## src/sfic_pkg.sv

```systemverilog
package sfic_pkg;

  // Field widths
  localparam int unsigned MeasW  = 16;
  localparam int unsigned ErrW   = 17;
  localparam int unsigned IntW   = 48;
  localparam int unsigned GainW  = 32;
  localparam int unsigned DutyW  = 17;
  localparam int unsigned MulW   = 33;
  localparam int unsigned ProdW  = 2 * MulW;
  localparam int unsigned SumW   = 51;
  localparam int unsigned CfgIdxW = 8;

  // Register indexes
  localparam logic [CfgIdxW-1:0] RegGainCurrent  = 8'd0;
  localparam logic [CfgIdxW-1:0] RegGainVoltage  = 8'd1;
  localparam logic [CfgIdxW-1:0] RegGainIntegral = 8'd2;
  localparam logic [CfgIdxW-1:0] RegHalfStep     = 8'd3;

  // Register reset values
  localparam logic signed [GainW-1:0] GainCurrentRst  = 32'sd3477;
  localparam logic signed [GainW-1:0] GainVoltageRst  = -32'sd2904;
  localparam logic signed [GainW-1:0] GainIntegralRst = -32'sd6463672;
  localparam logic [GainW-1:0]        HalfStepRst     = 32'd21475;

  localparam logic [DutyW-1:0] DutyOne = 17'd65536;

  typedef enum logic [2:0] {
    ST_IDLE,
    ST_INC,
    ST_CUR,
    ST_VOLT,
    ST_INT,
    ST_FIN,
    ST_RND,
    ST_CLR
  } state_e;

  typedef enum logic [1:0] {
    MUL_INC,
    MUL_CUR,
    MUL_VOLT,
    MUL_INT
  } mul_sel_e;

  typedef enum logic [1:0] {
    SUM_HOLD,
    SUM_LOAD_NEG,
    SUM_SUB,
    SUM_SUB_SHIFT
  } sum_op_e;

  typedef struct packed {
    logic     load;       // latch the sample fields
    logic     clear;      // zero integral, previous error and duty
    logic     mul_en;     // capture a new product
    mul_sel_e mul_sel;
    logic     int_upd;    // add the increment into the integral
    sum_op_e  sum_op;
    logic     duty_load;  // round, clamp and load the result register
  } cmd_t;

endpackage

```

## src/sfic_ctrl.sv

```systemverilog
module sfic_ctrl
  import sfic_pkg::*;
(
  input  logic clk_i,
  input  logic rst_ni,
  input  logic in_valid_i,
  input  logic in_kind_i,
  output logic in_ready_o,
  input  logic out_ready_i,
  output logic out_valid_o,
  output cmd_t cmd_o
);

  state_e state_q, state_d;
  logic   out_valid_q, out_valid_d;
  logic   in_fire;
  logic   out_free;

  assign in_ready_o  = (state_q == ST_IDLE);
  assign in_fire     = in_valid_i && in_ready_o;
  assign out_free    = !out_valid_q || out_ready_i;
  assign out_valid_o = out_valid_q;

  always_comb begin
    state_d = state_q;
    unique case (state_q)
      ST_IDLE: begin
        if (in_fire) begin
          state_d = in_kind_i ? ST_CLR : ST_INC;
        end
      end
      ST_INC:  state_d = ST_CUR;
      ST_CUR:  state_d = ST_VOLT;
      ST_VOLT: state_d = ST_INT;
      ST_INT:  state_d = ST_FIN;
      ST_FIN:  state_d = ST_RND;
      ST_RND, ST_CLR: begin
        if (out_free) begin
          state_d = ST_IDLE;
        end
      end
      default: state_d = ST_IDLE;
    endcase
  end

  always_comb begin
    cmd_o           = '0;
    cmd_o.mul_sel   = MUL_INC;
    cmd_o.sum_op    = SUM_HOLD;
    unique case (state_q)
      ST_IDLE: cmd_o.load = in_fire;
      ST_INC: begin
        cmd_o.mul_en  = 1'b1;
        cmd_o.mul_sel = MUL_INC;
      end
      ST_CUR: begin
        cmd_o.int_upd = 1'b1;
        cmd_o.mul_en  = 1'b1;
        cmd_o.mul_sel = MUL_CUR;
      end
      ST_VOLT: begin
        cmd_o.sum_op  = SUM_LOAD_NEG;
        cmd_o.mul_en  = 1'b1;
        cmd_o.mul_sel = MUL_VOLT;
      end
      ST_INT: begin
        cmd_o.sum_op  = SUM_SUB;
        cmd_o.mul_en  = 1'b1;
        cmd_o.mul_sel = MUL_INT;
      end
      ST_FIN: cmd_o.sum_op = SUM_SUB_SHIFT;
      ST_RND: cmd_o.duty_load = out_free;
      ST_CLR: begin
        cmd_o.clear     = out_free;
        cmd_o.duty_load = out_free;
      end
      default: cmd_o = '0;
    endcase
  end

  always_comb begin
    out_valid_d = out_valid_q;
    if (out_valid_q && out_ready_i) begin
      out_valid_d = 1'b0;
    end
    if (cmd_o.duty_load) begin
      out_valid_d = 1'b1;
    end
  end

  always_ff @(posedge clk_i or negedge rst_ni) begin
    if (!rst_ni) begin
      state_q     <= ST_IDLE;
      out_valid_q <= 1'b0;
    end else begin
      state_q     <= state_d;
      out_valid_q <= out_valid_d;
    end
  end

endmodule

```

## src/sfic_datapath.sv

```systemverilog
module sfic_datapath
  import sfic_pkg::*;
(
  input  logic                      clk_i,
  input  logic                      rst_ni,
  input  cmd_t                      cmd_i,
  input  logic signed [MeasW-1:0]   cur_i,
  input  logic signed [MeasW-1:0]   volt_i,
  input  logic signed [MeasW-1:0]   ref_i,
  input  logic                      cfg_we_i,
  input  logic [CfgIdxW-1:0]        cfg_index_i,
  input  logic [GainW-1:0]          cfg_data_i,
  output logic [DutyW-1:0]          duty_o
);

  logic signed [GainW-1:0] gain_cur_q, gain_volt_q, gain_int_q;
  logic [GainW-1:0]        half_step_q;

  logic signed [MeasW-1:0] cur_q, volt_q;
  logic signed [ErrW-1:0]  err_q, prev_q;
  logic signed [IntW-1:0]  int_q, int_d;
  logic signed [ProdW-1:0] p_q;
  logic signed [SumW-1:0]  sum_q, sum_d;
  logic [DutyW-1:0]        duty_q, duty_d;

  logic signed [MulW-1:0]  mul_a, mul_b;
  logic signed [ErrW:0]    err_pair;
  logic signed [SumW-1:0]  int_sum;
  logic signed [SumW-1:0]  rnd;
  logic signed [SumW-9:0]  rnd_shift;

  // Configuration registers
  always_ff @(posedge clk_i or negedge rst_ni) begin
    if (!rst_ni) begin
      gain_cur_q  <= GainCurrentRst;
      gain_volt_q <= GainVoltageRst;
      gain_int_q  <= GainIntegralRst;
      half_step_q <= HalfStepRst;
    end else if (cfg_we_i) begin
      if (cfg_index_i == RegGainCurrent)  gain_cur_q  <= cfg_data_i;
      if (cfg_index_i == RegGainVoltage)  gain_volt_q <= cfg_data_i;
      if (cfg_index_i == RegGainIntegral) gain_int_q  <= cfg_data_i;
      if (cfg_index_i == RegHalfStep)     half_step_q <= cfg_data_i;
    end
  end

  // Shared multiplier operand select
  assign err_pair = (ErrW+1)'(err_q) + (ErrW+1)'(prev_q);

  always_comb begin
    unique case (cmd_i.mul_sel)
      MUL_INC: begin
        mul_a = $signed({1'b0, half_step_q});
        mul_b = MulW'(err_pair);
      end
      MUL_CUR: begin
        mul_a = MulW'(gain_cur_q);
        mul_b = MulW'(cur_q);
      end
      MUL_VOLT: begin
        mul_a = MulW'(gain_volt_q);
        mul_b = MulW'(volt_q);
      end
      MUL_INT: begin
        mul_a = MulW'(gain_int_q);
        mul_b = MulW'($signed(int_q[IntW-1:16]));
      end
      default: begin
        mul_a = '0;
        mul_b = '0;
      end
    endcase
  end

  // Saturating integral update
  assign int_sum = SumW'(int_q) + $signed(p_q[SumW-1:0]);

  always_comb begin
    int_d = int_q;
    if (cmd_i.clear) begin
      int_d = '0;
    end else if (cmd_i.int_upd) begin
      if (int_sum[SumW-1:IntW-1] == '0 || int_sum[SumW-1:IntW-1] == '1) begin
        int_d = int_sum[IntW-1:0];
      end else if (int_sum[SumW-1]) begin
        int_d = {1'b1, {(IntW-1){1'b0}}};
      end else begin
        int_d = {1'b0, {(IntW-1){1'b1}}};
      end
    end
  end

  // Command accumulator
  always_comb begin
    unique case (cmd_i.sum_op)
      SUM_HOLD:      sum_d = sum_q;
      SUM_LOAD_NEG:  sum_d = -SumW'($signed(p_q[47:0]));
      SUM_SUB:       sum_d = sum_q - SumW'($signed(p_q[47:0]));
      SUM_SUB_SHIFT: sum_d = sum_q - SumW'($signed(p_q[63:16]));
      default:       sum_d = sum_q;
    endcase
  end

  // Round to Q1.16 and clamp to 0..1
  assign rnd       = sum_q + SumW'(128);
  assign rnd_shift = rnd[SumW-1:8];

  always_comb begin
    if (cmd_i.clear || rnd_shift < 0) begin
      duty_d = '0;
    end else if (rnd_shift > (SumW-8)'(DutyOne)) begin
      duty_d = DutyOne;
    end else begin
      duty_d = rnd_shift[DutyW-1:0];
    end
  end

  always_ff @(posedge clk_i or negedge rst_ni) begin
    if (!rst_ni) begin
      int_q  <= '0;
      prev_q <= '0;
    end else begin
      int_q <= int_d;
      if (cmd_i.clear) begin
        prev_q <= '0;
      end else if (cmd_i.mul_en && cmd_i.mul_sel == MUL_INC) begin
        prev_q <= err_q;
      end
    end
  end

  always_ff @(posedge clk_i) begin
    if (cmd_i.load) begin
      cur_q  <= cur_i;
      volt_q <= volt_i;
      err_q  <= ErrW'(ref_i) - ErrW'(volt_i);
    end
    if (cmd_i.mul_en) begin
      p_q <= mul_a * mul_b;
    end
    sum_q <= sum_d;
    if (cmd_i.duty_load) begin
      duty_q <= duty_d;
    end
  end

  assign duty_o = duty_q;

endmodule

```

## src/state_feedback_integral_controller_unit.sv

```systemverilog
// Channel   Dir  Signals                          Contents
// s_axis    in   tvalid tready tdata[47:0] tuser  sample: current, voltage, reference; kind
// m_axis    out  tvalid tready tdata[23:0]        duty, Q1.16 clamped to 0..65536
// cfg       in   valid ready index[7:0] data[31:0] gain and half-step registers
//
// A control sample loads its result in ST_RND after ST_INC to ST_FIN: one shared 33x33
// multiplier gives the trapezoid increment and the three feedback terms, one product per
// cycle, then a last subtract and a round/clamp step. A clear loads its zero in ST_CLR.
// s_axis_tready returns the cycle after the load, so new items are taken even while a
// result still waits; a stalled m_axis holds the round/clamp step and the clear.
// Reset (rst_ni low, asynchronous) zeroes the integral and previous error, loads gains.
module state_feedback_integral_controller_unit
  import sfic_pkg::*;
(
  input  logic                clk_i,
  input  logic                rst_ni,
  // tdata: current_meas[15:0], voltage_meas[31:16], voltage_ref[47:32]
  input  logic [47:0]         s_axis_tdata,
  // tuser: kind[0]
  input  logic                s_axis_tuser,
  input  logic                s_axis_tvalid,
  output logic                s_axis_tready,
  // tdata: duty[16:0], zero fill [23:17]
  output logic [23:0]         m_axis_tdata,
  output logic                m_axis_tvalid,
  input  logic                m_axis_tready,
  input  logic                cfg_valid_i,
  output logic                cfg_ready_o,
  input  logic [CfgIdxW-1:0]  cfg_index_i,
  input  logic [GainW-1:0]    cfg_data_i
);

  cmd_t             cmd;
  logic [DutyW-1:0] duty;

  // Configuration is legal only while idle, so take every write at once.
  assign cfg_ready_o = 1'b1;

  sfic_ctrl u_ctrl (
    .clk_i       (clk_i),
    .rst_ni      (rst_ni),
    .in_valid_i  (s_axis_tvalid),
    .in_kind_i   (s_axis_tuser),
    .in_ready_o  (s_axis_tready),
    .out_ready_i (m_axis_tready),
    .out_valid_o (m_axis_tvalid),
    .cmd_o       (cmd)
  );

  sfic_datapath u_datapath (
    .clk_i       (clk_i),
    .rst_ni      (rst_ni),
    .cmd_i       (cmd),
    .cur_i       ($signed(s_axis_tdata[15:0])),
    .volt_i      ($signed(s_axis_tdata[31:16])),
    .ref_i       ($signed(s_axis_tdata[47:32])),
    .cfg_we_i    (cfg_valid_i && cfg_ready_o),
    .cfg_index_i (cfg_index_i),
    .cfg_data_i  (cfg_data_i),
    .duty_o      (duty)
  );

  // Pad the duty field out to whole bytes.
  assign m_axis_tdata = {7'd0, duty};

endmodule

```

## config.mk

```make
export PLATFORM = sky130hd
export DESIGN_NAME = state_feedback_integral_controller_unit
export DESIGN_NICKNAME = d
export VERILOG_FILES = /design/src/sfic_pkg.sv /design/src/sfic_ctrl.sv /design/src/sfic_datapath.sv /design/src/state_feedback_integral_controller_unit.sv
export SDC_FILE = /design/constraint.sdc
export NUM_CORES = 2
export LEC_CHECK = 0
export ABC_AREA = 1
export BUFFER_PORTS_ARGS = -buffer_cell sky130_fd_sc_hd__buf_4
export CAP_MARGIN = 20
export CORE_MARGIN = 4
export CORE_UTILIZATION = 30
export CTS_BUF_LIST = sky130_fd_sc_hd__clkbuf_2
export DETAILED_ROUTE_END_ITERATION = 12
export RECOVER_POWER = 100
export SETUP_SLACK_MARGIN = 0.05
export SLEW_MARGIN = 5
export SYNTH_ARGS = -nofsm -noshare
export SYNTH_HDL_FRONTEND = slang
export SYNTH_SLANG_ARGS = --single-unit
```

## constraint.sdc

```tcl
create_clock -name clk_i -period 16.2 [get_ports clk_i]
set_clock_uncertainty 0.2 [all_clocks]
set_input_delay 0 -clock clk_i [delete_from_list [all_inputs] [get_ports clk_i]]
set_output_delay 0 -clock clk_i [all_outputs]
set_load 0.01 [all_outputs]
```

# [After elaboration in Yosys (flattened, before gate mapping)]
# Cells that the tools add are included.
[classes] magnitude_cmp=2 n_eq_ne=19 muxes=22 addsub=7 n_mul=1 reduce_logical=22
[op_table] operator="one-hot mux 33 bit (4 select lines)" n=2
[op_table] operator="2-to-1 mux 48 bit" n=4
[op_table] operator="one-hot mux 51 bit (3 select lines)" n=1
[op_table] operator="subtractor 51 x 48 -> 51 bit" n=2
[op_table] operator="multiplier 33 x 33 -> 64 bit" n=1
[op_table] operator="adder 48 x 51 -> 51 bit" n=1
[op_table] operator="adder 51 x 9 -> 51 bit (second input constant)" n=1
[op_table] operator="2-to-1 mux 17 bit" n=3
[op_table] operator="negation 48 -> 51 bit" n=1
[op_table] operator="greater-than comparator 43 x 17 -> 1 bit (second input constant)" n=1
[op_table] operator="< comparator 43 x 1 -> 1 bit (second input constant)" n=1
[op_table] operator="one-hot mux 3 bit (7 select lines)" n=1
[op_table] operator="adder 17 x 17 -> 18 bit" n=1
[op_table] operator="subtractor 16 x 16 -> 17 bit" n=1
[op_table] operator="equality test 8 x 2 -> 1 bit (second input constant)" n=2
[op_table] operator="equality test 3 bit (second input constant)" n=4
[op_table] operator="one-hot mux 3 bit (4 select lines)" n=1
[op_table] operator="AND reduction 2 bit" n=5
[op_table] operator="2-to-1 mux 3 bit" n=3
[op_table] operator="equality test 2 bit (second input constant)" n=4
[op_table] operator="equality test 8 x 1 -> 1 bit (second input constant)" n=1
[op_table] operator="zero test 8 bit" n=1
[op_table] operator="equality test 3 x 2 -> 1 bit (second input constant)" n=2
[op_table] operator="2-to-1 mux 1 bit" n=6
[op_table] operator="14 further kinds" n=23
[word_totals] regBits=378 wordCells=88 in_bits=94

# [Longest topological paths before layout]
[logic_depth] ltp_word=6 ltp_mapped=44

# [Modules after synthesis]
# From an unflattened synthesis, not the netlist that was laid out.
[unflattened] hier_cells=8225 hier_area_um2=65091.2
[modules_own_cells] mod="sfic_datapath" n_inst=1 area_per_inst_um2=64717.1 cells_per_inst=8168
[modules_own_cells] mod="sfic_ctrl" n_inst=1 area_per_inst_um2=306.5 cells_per_inst=47
[modules_own_cells] mod="state_feedback_integral_controller_unit" n_inst=1 area_per_inst_um2=67.6 cells_per_inst=10

# [Least setup slack after synthesis]
# No wires, ideal clock.
[synth_timing] kind="register to register" from="register u_datapath.err_q[4]" to="register u_datapath.p_q[63], data pin" stages_incl_launch_ff=40 n_path_buf=1 path_slack_ns=7.636 setup_ns=0.252 arrival_ns=8.112 required_ns=15.748 cell_sequence="edfxtp_1 -> ha_1 -> nand2_1 -> o21ai_0 -> nand2_1 -> nand3_1 -> inv_1 -> o21ai_0 -> nand2_1 -> nand2_1 -> a21oi_1 -> o21ai_0 -> nand2_1 -> inv_1 -> clkbuf_1 -> nand2_1 -> fa_1 -> inv_1 -> (+4 left out) -> fa_1 -> inv_1 -> fa_1 -> inv_1 -> fa_1 -> fa_1 -> inv_1 -> ha_1 -> nand2_1 -> inv_1 -> a21oi_1 -> nor2_1 -> a211oi_1 -> o211ai_1 -> a21oi_1 -> inv_1 -> nand2_1 -> nand2_1"
[synth_via] elab_chain_cells=3
[synth_rtl] element="start, declared" line_no="sfic_datapath.sv:20" source="logic signed [ErrW-1:0] err_q, prev_q;"
[synth_rtl] element="start signal, assigned" line_no="sfic_datapath.sv:136" source="err_q <= ErrW'(ref_i) - ErrW'(volt_i);"
[synth_rtl] element="adder 17 x 17 -> 18 bit" line_no="sfic_datapath.sv:48" source="assign err_pair = (ErrW+1)'(err_q) + (ErrW+1)'(prev_q);"
[synth_rtl] element="one-hot mux 33 bit (4 select lines)" line_no="sfic_datapath.sv:51" source="unique case (cmd_i.mul_sel)"
[synth_rtl] element="multiplier 33 x 33 -> 64 bit" line_no="sfic_datapath.sv:139" source="p_q <= mul_a * mul_b;"
[synth_rtl] element="end signal, assigned" line_no="sfic_datapath.sv:139"
[synth_rtl] element="end, declared" line_no="sfic_datapath.sv:22" source="logic signed [ProdW-1:0] p_q;"
# Every way passes these cells.
# A chain may end at the register's enable or synchronous reset.

# [Worst setup path in the final report]
[layout_timing] from="register u_ctrl.state_q[0]" to="register u_datapath.p_q[41], data pin"
[layout_via] elab_chain_cells=5 elab_cells_between_ends=12 cone_classes="mul (1); eq/ne (7); mux (3); reduce/logical (1)"
[layout_rtl] element="start, declared" line_no="sfic_ctrl.sv:14" source="state_e state_q, state_d;"
[layout_rtl] element="start signal, assigned" line_no="sfic_ctrl.sv:96" source="state_q <= state_d;"
[layout_rtl] element="equality test 3 bit, or another cell as far along" line_no="sfic_ctrl.sv:50" source="unique case (state_q)"
[layout_rtl] element="one-hot mux 3 bit (4 select lines) (*)" line_no="sfic_ctrl.sv:50"
[layout_rtl] element="equality test 2 bit, or another cell as far along" line_no="sfic_datapath.sv:51"
[layout_rtl] element="one-hot mux 33 bit (4 select lines)" line_no="sfic_datapath.sv:51"
[layout_rtl] element="multiplier 33 x 33 -> 64 bit (*)" line_no="sfic_datapath.sv:139"
# Mark *: on every way between the ends. The rest lies on a longest branch, timed or not.

==> metrics.yaml <==
ff_latch_area_sq_um: 10400
worstSetupEndpointType: "register"
antenna_found_initial: 10
path_max_fanout: 35
r2r-start: "u_ctrl.state_q[0]"
synth_edf_count: 181
grt_max_degree: 115
maxCapViolations: 16
required_ns: 17.20
final_cell_mix: "nand2_1, inv_1, fa_1, nor2_1, ha_1"
layout_commonest_cell: "nand2_1"
fp.coreArea_sq_um: 215000
fmax_ghz: 0.0740
synth_compound_area_frac: 0.0628
finalHoldViolations: 0
drt_first_pass_iters: 7
path_buf_inv: 9
crit_family: "buffers and inverters"
dieWidth_microns: 473
antenna_left: 0
met2_length_microns: 107000
post_cts_buffers: 0
drt-wirelength-per-cell_microns: 20.6
grt.total_usage: 0.212
grt_pass1_wl_microns: 363000
synthMuxAreaShare: 0.00108
mappedNetlistArea_sq_um: 64800
clockRootBuffer: "clkbuf_2"
setup_viol: 0
wirelength_met1_microns: 99900
stdcell_count: 11582
synth_xor_area_frac: 0.0280
die-area_sq_um: 224000
tightestPinTransition_ns: 6.67
start_util: 0.302
yosysWarnings: 0
startpoint: "u_ctrl.state_q[0]"
synth_ff_type: "edfxtp_1"
clkSinkCount: 378
grt.overflow.total: 0
die_y_microns: 473
place_hpwl_microns: 183000
status: "finished, violations left"
relSlewSlack: -3.45
path_common_cell: "fa_1"
slew_viol_final: 881
synth_cells: 8298
io_buffers: 112
synthAdderAreaFrac: 0.415
cts_made_buffers: 99
ios: 121
cts_resized: 0
finalNetCount: 10223
drt_wl_total_microns: 239000
cts_max_level: 3
nFillCells: 22709
cts_tree: "yes"
violations: "capacitance limit, slew limit"
ys_async_sr_fraction: 0.521
rsz0062_at_grt: "no"
ys_types: 53
wl_met3_microns: 20700
synth_top_family_by_area: "adder cells"
hold_path.class: "in2reg"
vias: 57185
cp_slowest_cell: "clkbuf_1"
syn_to_final_growth_pct: 12.2
multiInputGateArea_sq_um: 46500
drc: 0
hold_path_startpoint: "s_axis_tdata[10]"
tns_ns: 0
post-route-period-util: 0.834
crit_type: "reg2reg"
avgSynthCellArea_sq_um: 7.81
clkTransAtPathRegs_ns: 0.19
cts_buffer_depth: 3
slowest_delay_ns: 1.45
drive_gt1_frac: 0.0495
clk_latency_ns: 1.44
drt_first_iter_violations: 5331
arrival_ns: 14.51
vias_per_cell: 4.94
grt_pass1_vias: 59619
final.min_clock_period_ns: 13.51
whs_ns: 0.214
rows: 170
top_layer_used: "met5"
place_congestion: 0.995
ys_seq_area_frac: 0.161
cp-start-kind: "register"
post_synth_and_or_nand_nor_area_fraction: 0.209
placed_cells: 11074
ys_ff_latch: 378
[synthesized netlist by cell type, types with 3 or more instances]
cell type / n / area share
fa_1: 1129 / 0.35
xnor2_1: 80 / 0.011
a211oi_1: 4 / 0.00046
clkbuf_1: 139 / 0.0080
a22oi_1: 11 / 0.0013
a21boi_0: 17 / 0.0020
nand3_1: 208 / 0.016
buf_4: 12 / 0.0014
o21ai_0: 346 / 0.027
mux2i_1: 7 / 0.0011
a21o_1: 20 / 0.0023
nor2_1: 707 / 0.041
dfstp_2: 61 / 0.025
nor3b_1: 3 / 0.00035
a21oi_1: 258 / 0.020
edfxtp_1: 181 / 0.084
nor3_1: 49 / 0.0038
a31oi_1: 28 / 0.0027
o31ai_1: 6 / 0.00069
o21bai_1: 19 / 0.0022
a21oi_2: 5 / 0.00068
clkinv_1: 6 / 0.00035
nand3b_1: 14 / 0.0016
o221ai_1: 3 / 0.00041
xor2_1: 127 / 0.017
ha_1: 347 / 0.067
buf_1: 8 / 0.00046
a221oi_1: 3 / 0.00041
o21a_1: 12 / 0.0014
o211ai_1: 8 / 0.00093
inv_2: 18 / 0.0010
nand4_1: 77 / 0.0074
inv_1: 1782 / 0.10
nor4_1: 22 / 0.0021
or2_2: 8 / 0.00077
and2_1: 7 / 0.00068
nand2_1: 2296 / 0.13
buf_2: 108 / 0.0083
dfrtp_1: 136 / 0.052
and3_1: 9 / 0.00087
[state kept, by name, summed over array words and instances (netlist names)]
signal and flops:
u_ctrl.out_valid_o 1, u_ctrl.state_q 3, u_datapath.cur_q 16, u_datapath.duty_o 17
u_datapath.err_q 17, u_datapath.gain_cur_q 32, u_datapath.gain_int_q 32, u_datapath.gain_volt_q 32
u_datapath.half_step_q 32, u_datapath.int_q 48, u_datapath.p_q 64, u_datapath.prev_q 17
u_datapath.sum_q 51, u_datapath.volt_q 16
[logic make-up (layout without fill, tap and decap cells)]
family                   after synthesis  after routing
AND/OR/NAND/NOR                     3408           3408
buffers and inverters               2074           2505
adder cells (fa/ha/maj)             1476           1476
AO/OA/AOI/OAI                        746            746
flip-flops                           378            378
XOR/XNOR                             207            207
multiplexers                           7              7
other                                  2             17
[cell type report]
class	count	share of cell area
Tap cell	2838	0.0488
Sequential cell	378	0.143
Multi-Input combinational cell	5852	0.639
Clock buffer	138	0.00949
Inverter	1806	0.0932
Timing Repair Buffer	516	0.0618
Antenna cell	9	0.000310
Clock inverter	45	0.00371
[stage by stage]
step | instance area (sq um) | setup slack [ns] | utilization
after global routing | 72800 | 2.04 | 0.339
after global placement | 68800 | 4.26 | 0.320
after CTS | 72900 | 4.65 | 0.339
final | 72800 | 2.69 | 0.339
after floorplan | 64900 | 7.64 | -
after detailed placement | 68800 | 4.74 | 0.320
[timing repair]
| action | in CTS | in global routing |
|---|---|---|
| setup endpoints to repair | 0 | 0 |
| endpoints found under the hold margin | 490 | 12 |
| hold buffers | 311 | 2 |
[worst paths after layout]
check                                              to  slack, ns  depth (start not counted)
setup / recovery                   u_datapath.p_q[41]       2.69                         31
hold / removal                   u_datapath.cur_q[10]       0.21                          4
setup reg to reg                   u_datapath.p_q[41]       2.69                         31
hold reg to reg            u_datapath.half_step_q[10]       0.29                          2
max in group asynchronous   u_datapath.gain_volt_q[6]       8.24                          6
min in group asynchronous   u_datapath.gain_int_q[15]       0.95                          5
[tightest hold or removal path, cell delays in order]
cell and delay [ns]:
dlygate4sd3_1 0.53, dlygate4sd3_1 0.55, clkbuf_4 0.13, dlygate4sd3_1 0.57
[metal layers]
layer	global-route usage	vias up
li1	-	25629
met1	0.281	28354
met2	0.338	2609
met3	0.0445	587
met4	0.0827	6
met5	0	-
Power is not shown: default switching activity piles up to over one toggle a cycle in this logic, so the estimate is an artifact.
